### config.mk
export PLATFORM = sky130hd
export DESIGN_NAME = stack_with_max_and_count
export DESIGN_NICKNAME = d
export VERILOG_FILES = /design/src/swmc_pkg.sv /design/src/swmc_dp.sv /design/src/swmc_ctrl.sv /design/src/stack_with_max_and_count.sv
export SDC_FILE = /design/constraint.sdc
export NUM_CORES = 2
export LEC_CHECK = 0
export ABC_CLOCK_PERIOD_IN_PS = 6200
export BUFFER_PORTS_ARGS = -buffer_cell sky130_fd_sc_hd__clkbuf_2
export CELL_PAD_IN_SITES_DETAIL_PLACEMENT = 1
export CELL_PAD_IN_SITES_GLOBAL_PLACEMENT = 2
export CORE_ASPECT_RATIO = 2
export CORE_MARGIN = 2
export CORE_UTILIZATION = 45
export CTS_BUF_LIST = sky130_fd_sc_hd__clkbuf_16
export DETAILED_ROUTE_END_ITERATION = 7
export PLACE_DENSITY_LB_ADDON = 0.25
export SYNTH_ARGS = -nofsm -noshare
export SYNTH_HDL_FRONTEND = slang
export SYNTH_HIERARCHICAL = 1
export SYNTH_SLANG_ARGS = --single-unit
### constraint.sdc
create_clock -name clk_i -period 6.2 [get_ports clk_i]
set_input_delay 0.62 -clock clk_i [delete_from_list [all_inputs] [get_ports clk_i]]
set_output_delay 0.62 -clock clk_i [all_outputs]
set_load 0.05 [all_outputs]
### src/swmc_pkg.sv
// Shared types and constants for the stack with max and count queries.
`default_nettype none

package swmc_pkg;

  // Stack geometry.
  localparam int unsigned DEPTH  = 64;
  localparam int unsigned FILL_W = $clog2(DEPTH + 1);
  localparam int unsigned ADDR_W = (DEPTH > 1) ? $clog2(DEPTH) : 1;

  // Field widths.
  localparam int unsigned OP_W   = 3;
  localparam int unsigned DATA_W = 32;
  localparam int unsigned CNT_W  = 7;

  // Largest value the match count field can show.
  localparam logic [CNT_W-1:0] CNT_MAX = {CNT_W{1'b1}};

  // Request opcodes.
  typedef enum logic [OP_W-1:0] {
    OP_PUSH  = 3'd0,
    OP_POP   = 3'd1,
    OP_TOP   = 3'd2,
    OP_MAX   = 3'd3,
    OP_COUNT = 3'd4,
    OP_CLEAR = 3'd5
  } op_e;

  // Controller states.
  typedef enum logic [2:0] {
    ST_IDLE,
    ST_EXEC,
    ST_SCAN,
    ST_DRAIN,
    ST_FINISH
  } state_e;

  // Commands from the controller to the datapath.
  typedef struct packed {
    logic accept;   // latch the request word
    logic exec;     // update the stack and set up the result
    logic scan_rd;  // read one entry and step the scan pointer
    logic out_ld;   // move the result into the output register
  } ctrl_cmd_t;

  // Status from the datapath to the controller.
  typedef struct packed {
    logic needs_scan;  // request reads stored entries
    logic scan_last;   // scan pointer is at its final entry
  } dp_stat_t;

endpackage

`default_nettype wire

### src/swmc_dp.sv
// Datapath: entry memory, fill level, scan pointer, accumulators and result register.
`default_nettype none

module swmc_dp (
  input  wire logic                                  clk_i,
  input  wire logic                                  rst_ni,
  input  wire swmc_pkg::ctrl_cmd_t                   cmd_i,
  output swmc_pkg::dp_stat_t                         stat_o,
  input  wire logic [swmc_pkg::OP_W-1:0]             opcode_i,
  input  wire logic signed [swmc_pkg::DATA_W-1:0]    value_i,
  output logic                                       status_o,
  output logic signed [swmc_pkg::DATA_W-1:0]         data_o,
  output logic [swmc_pkg::CNT_W-1:0]                 match_count_o
);

  // Entry storage, slot 0 at the bottom.
  logic [swmc_pkg::DATA_W-1:0] mem [swmc_pkg::DEPTH];

  swmc_pkg::op_e                       op_q;
  logic signed [swmc_pkg::DATA_W-1:0]  key_q;
  logic [swmc_pkg::FILL_W-1:0]         fill_q, fill_d;
  logic [swmc_pkg::FILL_W-1:0]         fill_dec;
  logic                                full, empty;
  logic [swmc_pkg::ADDR_W-1:0]         idx_q, hi_q;
  logic signed [swmc_pkg::DATA_W-1:0]  rd_data_q;
  logic                                rd_vld_q;
  logic                                rd_first_q;
  logic                                res_status_q;
  logic signed [swmc_pkg::DATA_W-1:0]  res_data_q;
  logic [swmc_pkg::CNT_W-1:0]          cnt_q;

  assign full     = (fill_q == swmc_pkg::FILL_W'(swmc_pkg::DEPTH));
  assign empty    = (fill_q == '0);
  assign fill_dec = fill_q - swmc_pkg::FILL_W'(1);

  // Status toward the controller.
  always_comb begin
    stat_o.needs_scan = 1'b0;
    stat_o.scan_last  = (idx_q == hi_q);
    unique case (op_q) inside
      swmc_pkg::OP_TOP, swmc_pkg::OP_MAX, swmc_pkg::OP_COUNT: stat_o.needs_scan = !empty;
      default: stat_o.needs_scan = 1'b0;
    endcase
  end

  // Request word capture.
  always_ff @(posedge clk_i) begin
    if (cmd_i.accept) begin
      op_q  <= swmc_pkg::op_e'(opcode_i);
      key_q <= value_i;
    end
  end

  // Next fill level for the request being executed.
  always_comb begin
    fill_d = fill_q;
    if (cmd_i.exec) begin
      unique case (op_q)
        swmc_pkg::OP_PUSH:  if (!full)  fill_d = fill_q + swmc_pkg::FILL_W'(1);
        swmc_pkg::OP_POP:   if (!empty) fill_d = fill_dec;
        swmc_pkg::OP_CLEAR: fill_d = '0;
        default:            fill_d = fill_q;
      endcase
    end
  end

  always_ff @(posedge clk_i or negedge rst_ni) begin
    if (!rst_ni) begin
      fill_q <= '0;
    end else begin
      fill_q <= fill_d;
    end
  end

  // Memory write on push and registered read for the scan.
  always_ff @(posedge clk_i) begin
    if (cmd_i.exec && (op_q == swmc_pkg::OP_PUSH) && !full) begin
      mem[fill_q[swmc_pkg::ADDR_W-1:0]] <= key_q;
    end
    if (cmd_i.scan_rd) begin
      rd_data_q <= mem[idx_q];
    end
  end

  always_ff @(posedge clk_i or negedge rst_ni) begin
    if (!rst_ni) begin
      rd_vld_q <= 1'b0;
    end else begin
      rd_vld_q <= cmd_i.scan_rd;
    end
  end

  // Scan range: top reads only the last entry, max and count read them all.
  always_ff @(posedge clk_i) begin
    if (cmd_i.exec) begin
      hi_q <= fill_dec[swmc_pkg::ADDR_W-1:0];
      if (op_q == swmc_pkg::OP_TOP) begin
        idx_q <= fill_dec[swmc_pkg::ADDR_W-1:0];
      end else begin
        idx_q <= '0;
      end
    end else if (cmd_i.scan_rd) begin
      idx_q <= idx_q + swmc_pkg::ADDR_W'(1);
    end
  end

  // Result setup and accumulation over the words read back.
  always_ff @(posedge clk_i) begin
    if (cmd_i.exec) begin
      res_data_q <= '0;
      cnt_q      <= '0;
      rd_first_q <= 1'b1;
      unique case (op_q) inside
        swmc_pkg::OP_PUSH:                  res_status_q <= full;
        swmc_pkg::OP_POP, swmc_pkg::OP_TOP,
        swmc_pkg::OP_MAX:                   res_status_q <= empty;
        swmc_pkg::OP_COUNT,
        swmc_pkg::OP_CLEAR:                 res_status_q <= 1'b0;
        default:                            res_status_q <= 1'b1;
      endcase
    end else if (rd_vld_q) begin
      rd_first_q <= 1'b0;
      if (op_q == swmc_pkg::OP_COUNT) begin
        if ((rd_data_q == key_q) && (cnt_q != swmc_pkg::CNT_MAX)) begin
          cnt_q <= cnt_q + swmc_pkg::CNT_W'(1);
        end
      end else if (rd_first_q || (rd_data_q > res_data_q)) begin
        res_data_q <= rd_data_q;
      end
    end
  end

  // Output register.
  always_ff @(posedge clk_i) begin
    if (cmd_i.out_ld) begin
      status_o      <= res_status_q;
      data_o        <= res_data_q;
      match_count_o <= cnt_q;
    end
  end

endmodule

`default_nettype wire

### src/swmc_ctrl.sv
// Controller: request sequencing, scan control and output handshake.
`default_nettype none

module swmc_ctrl (
  input  wire logic                 clk_i,
  input  wire logic                 rst_ni,
  input  wire logic                 in_valid_i,
  output logic                      in_stall_o,
  output logic                      out_valid_o,
  input  wire logic                 out_stall_i,
  output swmc_pkg::ctrl_cmd_t       cmd_o,
  input  wire swmc_pkg::dp_stat_t   stat_i
);

  swmc_pkg::state_e state_q, state_d;
  logic             out_valid_q, out_valid_d;
  logic             out_free;

  // The output register can take a word when empty or being drained now.
  assign out_free = !out_valid_q || !out_stall_i;

  always_ff @(posedge clk_i or negedge rst_ni) begin
    if (!rst_ni) begin
      state_q     <= swmc_pkg::ST_IDLE;
      out_valid_q <= 1'b0;
    end else begin
      state_q     <= state_d;
      out_valid_q <= out_valid_d;
    end
  end

  // Next state and commands.
  always_comb begin
    state_d    = state_q;
    cmd_o      = '0;
    in_stall_o = 1'b1;
    unique case (state_q)
      swmc_pkg::ST_IDLE: begin
        in_stall_o = 1'b0;
        if (in_valid_i) begin
          cmd_o.accept = 1'b1;
          state_d      = swmc_pkg::ST_EXEC;
        end
      end
      swmc_pkg::ST_EXEC: begin
        cmd_o.exec = 1'b1;
        state_d    = stat_i.needs_scan ? swmc_pkg::ST_SCAN : swmc_pkg::ST_FINISH;
      end
      swmc_pkg::ST_SCAN: begin
        cmd_o.scan_rd = 1'b1;
        if (stat_i.scan_last) begin
          state_d = swmc_pkg::ST_DRAIN;
        end
      end
      swmc_pkg::ST_DRAIN: begin
        state_d = swmc_pkg::ST_FINISH;
      end
      swmc_pkg::ST_FINISH: begin
        if (out_free) begin
          cmd_o.out_ld = 1'b1;
          state_d      = swmc_pkg::ST_IDLE;
        end
      end
      default: state_d = swmc_pkg::ST_IDLE;
    endcase
  end

  // Output valid flag.
  always_comb begin
    out_valid_d = out_valid_q;
    if (cmd_o.out_ld) begin
      out_valid_d = 1'b1;
    end else if (!out_stall_i) begin
      out_valid_d = 1'b0;
    end
  end

  assign out_valid_o = out_valid_q;

endmodule

`default_nettype wire

### src/stack_with_max_and_count.sv
// Top level of the LIFO stack with top, max and count-equal queries.
`default_nettype none

// A bounded LIFO of up to 64 signed 32-bit entries held in one memory with a
// registered read port. Each request word gives one result word. Push, pop,
// clear and unused opcodes go from acceptance through the execute state to
// finish, where the result word is loaded into the output register; top also
// passes through scan and drain to read the last entry. Max and count walk the
// stored entries through the single memory read port, one entry per cycle, in
// the scan state. Top, max and count on an empty stack read nothing and go
// straight from execute to finish. A new request is taken once the previous
// one has reached the output register, even while that result word is still
// stalled. No clearing pass follows reset: the stack is empty at once.
module stack_with_max_and_count (
  input  wire logic                                clk_i,
  input  wire logic                                rst_ni,
  input  wire logic                                in_valid_i,
  output logic                                     in_stall_o,
  input  wire logic [swmc_pkg::OP_W-1:0]           opcode_i,
  input  wire logic signed [swmc_pkg::DATA_W-1:0]  value_i,
  output logic                                     out_valid_o,
  input  wire logic                                out_stall_i,
  output logic                                     status_o,
  output logic signed [swmc_pkg::DATA_W-1:0]       data_o,
  output logic [swmc_pkg::CNT_W-1:0]               match_count_o
);

  swmc_pkg::ctrl_cmd_t cmd;
  swmc_pkg::dp_stat_t  stat;

  // Sequencer.
  swmc_ctrl u_ctrl (
    .clk_i       (clk_i),
    .rst_ni      (rst_ni),
    .in_valid_i  (in_valid_i),
    .in_stall_o  (in_stall_o),
    .out_valid_o (out_valid_o),
    .out_stall_i (out_stall_i),
    .cmd_o       (cmd),
    .stat_i      (stat)
  );

  // Storage and arithmetic.
  swmc_dp u_dp (
    .clk_i         (clk_i),
    .rst_ni        (rst_ni),
    .cmd_i         (cmd),
    .stat_o        (stat),
    .opcode_i      (opcode_i),
    .value_i       (value_i),
    .status_o      (status_o),
    .data_o        (data_o),
    .match_count_o (match_count_o)
  );

endmodule

`default_nettype wire

==> impl_metrics.env <==
export IMPL_clock_sinks=2220
export IMPL_io_buffers=80
export IMPL_dr_total_vias=38560
export IMPL_synthArstFlopShare=0.005405
export IMPL_synth_edf_count=2168
export IMPL_cp_required_ns=6.69
export IMPL_period_minus_slack_ns=4.638
export IMPL_layout_commonest_cell="edfxtp_1"
export IMPL_antenna_found_initial=14
export IMPL_fin_crit_sh=0.7480
export IMPL_ys_seq_area_frac=0.7760
export IMPL_clock_path_buffers=4
export IMPL_fin_tns_setup_ns=0
export IMPL_fin_nets=3904
export IMPL_placed_area_um2=89750
export IMPL_endpoint_kind="flop"
export IMPL_r2r_setup_slack_ns=1.56
export IMPL_coreArea_um2=188900
export IMPL_p_leak_nw=30.00
export IMPL_initial_utilization=0.4517
export IMPL_cts_resized=0
export IMPL_worst_hold_path_type="in -> reg"
export IMPL_path_clk_slew_ns=0.07
export IMPL_grt_pass1_wl_um=312800
export IMPL_setup_viol=0
export IMPL_routed_wl_um=219100
export IMPL_yosys_register_bits=2220
export IMPL_worst_setup_path_start_kind="flop"
export IMPL_syn_area_um2=85310
export IMPL_ys_flop_type="edfxtp_1"
export IMPL_vdd_drop_max_uv=350.8
export IMPL_finalInstanceArea_um2=96700
export IMPL_ys_warnings_count=6
export IMPL_cts_max_level=4
export IMPL_io_pins=81
export IMPL_hold_ws_ns=0.09117
export IMPL_final_cells=6490
export IMPL_drc_errors=0
export IMPL_slew_violations=0
export IMPL_clkLatencyLatePin_ns=0.83
export IMPL_dr_pass1_iters=5
export IMPL_rsz0062_at_grt="no"
export IMPL_cts_buffers=202
export IMPL_viasPerCell=5.941
export IMPL_critPathMaxFanout=18
export IMPL_syn_nets=3629
export IMPL_synth_cell_type_count=57
export IMPL_die_h_um=619.8
export IMPL_final_cell_mix="2168 x edfxtp_1, 672 x mux4_2, 204 x clkbuf_16"
export IMPL_dp_hpwl_um=136200
export IMPL_cts_tree="built"
export IMPL_die_area_um2=193300
export IMPL_crit_slowest_cell="nor2_4"
export IMPL_worstMarginPinSlew_ns=1.365
export IMPL_place_congestion=0.8183
export IMPL_grt_overflow_total=0
export IMPL_slew_headroom=0.08983
export IMPL_dp_cells=6101
export IMPL_grt_max_degree=135
export IMPL_area_delta_synth_final_pct=13.35
export IMPL_ant_nets=0
export IMPL_final_hold_viol_count=0
export IMPL_drive_gt1_frac=0.3161
export IMPL_finalClockSkew_ns=0.03116
export IMPL_n_fill_cell=16310
export IMPL_root_buffer="clkbuf_16"
export IMPL_wl_per_cell_um=33.76
export IMPL_status="completed"
export IMPL_power_density_nw_per_um2=455.6
export IMPL_fmax_mhz=215.6
export IMPL_dieWidth_um=311.9
export IMPL_track_usage=0.2293
export IMPL_num_rows=226
export IMPL_path_cells="or3_1 -> or3b_1 -> o2111ai_1 -> nor2_1 -> nand3_1 -> nor2_4 -> buf_4"
export IMPL_maxCapViolations=0
export IMPL_critical_path_class="reg -> reg"
export IMPL_max_stage_delay_ns=0.95
export IMPL_drt_initial_drc_count=4403
export IMPL_grt_pass1_vias=40290
export IMPL_netlist_instances=3553
export IMPL_synth_avg_cell_area_um2=24.01
export IMPL_power_total_w=0.04405
export IMPL_crit_arrival_ns=5.12
## area by class of cell
class / instances / area, um2 / share of cell area
Sequential cell: 2220 / 66200 / 0.6846
Multi-Input combinational cell: 1109 / 18640 / 0.1928
Clock buffer: 204 / 5105 / 0.05279
Tap cell: 2508 / 3138 / 0.03245
Timing Repair Buffer: 248 / 1902 / 0.01967
Clock inverter: 152 / 1528 / 0.01580
Inverter: 47 / 176.4 / 0.001824
Antenna cell: 2 / 5.005 / 0.00005176
## stage by stage
stage | utilization | worst slack (ns)
6_report | 0.5119 | 1.562
5_1_grt | 0.5119 | 1.392
4_1_cts | 0.5119 | 1.541
3_5_place_dp | 0.4751 | 1.564
3_3_place_gp | 0.4751 | 1.753
2_1_floorplan | - | 1.996
## cell usage after synthesis, types with 3 or more instances
library cell  number  area (um2)
ha_1              37       462.9
nand2b_1          70       437.9
clkbuf_1          92       345.3
edfxtp_1        2168       65100
dfxtp_1           40       800.8
buf_1             39       146.4
mux2i_1           35       350.3
buf_4             34       255.2
nor2_1            84       315.3
xor2_1            36       315.3
inv_1             47       176.4
mux4_2           672       15130
nor3_1             7       35.03
a21oi_1           20       100.1
nand2_1           24       90.09
a22o_1             3       26.28
nand3b_1           3       22.52
nor4_1            12       75.07
nand3_1           13       65.06
a21boi_0           3       22.52
o31ai_1            3       22.52
o21ai_0            6       30.03
o22ai_1            5       31.28
nor3b_1            4       30.03
xnor2_1           14       122.6
nand4_1           13       81.33
buf_2             11       55.05
dfrtp_1           12       300.3
nor2b_1            5       31.28
## layer usage
metal | vias up | track usage | routed length, um | share of wire
met2 | 1391 | 0.3866 | 111200 | 0.51
li1 | 15680 | - | - | -
met4 | 0 | 0.05960 | 5791 | 0.026
met5 | - | 0 | 0 | 0
met1 | 21210 | 0.3153 | 88660 | 0.40
met3 | 275 | 0.03342 | 13510 | 0.062
## critical path, delay by kind of cell, from the launching register on
| family | cells | cell delay, ns |
|---|---|---|
| buffers and inverters | 1 | 0.43 |
| AND/OR/NAND/NOR | 5 | 3.04 |
| AO/OA/AOI/OAI | 1 | 0.23 |
| flip-flops | 1 | 0.56 |
## repair_timing
action | 4_1_cts | 5_1_grt
hold endpoints to repair | 42 | 0
hold buffers | 31 | 0
setup buffers | 0 | 0
## logic make-up (layout without fill, tap and decap cells)
logic type | count (synthesis) | after routing | share of synthesized area
AOI/OAI and AO/OA | 66 | 66 | 0.005236
xor gates and xnor gates | 50 | 50 | 0.005133
adders and majority gates | 37 | 37 | 0.005426
buffers and inverters | 224 | 651 | 0.01160
DFF | 2220 | 2220 | 0.7760
muxes | 707 | 707 | 0.1815
other | 0 | 2 | 0
and+or+nand+nor | 249 | 249 | 0.01509
## flip-flops by register name (all words and copies together), names as in the netlist
name,cells
u_ctrl/out_valid_o,1
u_ctrl/state_q,3
u_dp/cnt_q,7
u_dp/data_o,32
u_dp/fill_q,7
u_dp/hi_q,6
u_dp/idx_q,6
u_dp/key_q,32
u_dp/match_count_o,7
u_dp/mem,2048
u_dp/op_q,3
u_dp/rd_data_q,32
u_dp/rd_first_q,1
u_dp/rd_vld_q,1
u_dp/res_data_q,32
u_dp/res_status_q,1
u_dp/status_o,1
## power breakdown
group	total [W]	switching, W	internal, W
Combinational	0.0131	0.00754	0.00555
Sequential	0.0183	0.000478	0.0178
Clock	0.0127	0.00539	0.00729
Total	0.0441	0.0134	0.0306
## worst paths after layout
kind	start	cells past startpoint	endpoint
worst max-delay path	u_dp/fill_q[3]	7	u_dp/mem[22][7]
worst min-delay path	opcode_i[0]	1	u_dp/op_q[0]
worst max register to register	u_dp/fill_q[3]	7	u_dp/mem[22][7]
worst min register to register	u_dp/res_status_q	0	u_dp/status_o
max in group asynchronous	rst_ni	2	u_dp/fill_q[3]
min in group asynchronous	rst_ni	2	u_ctrl/out_valid_o
(Power assumes the default switching activity.)
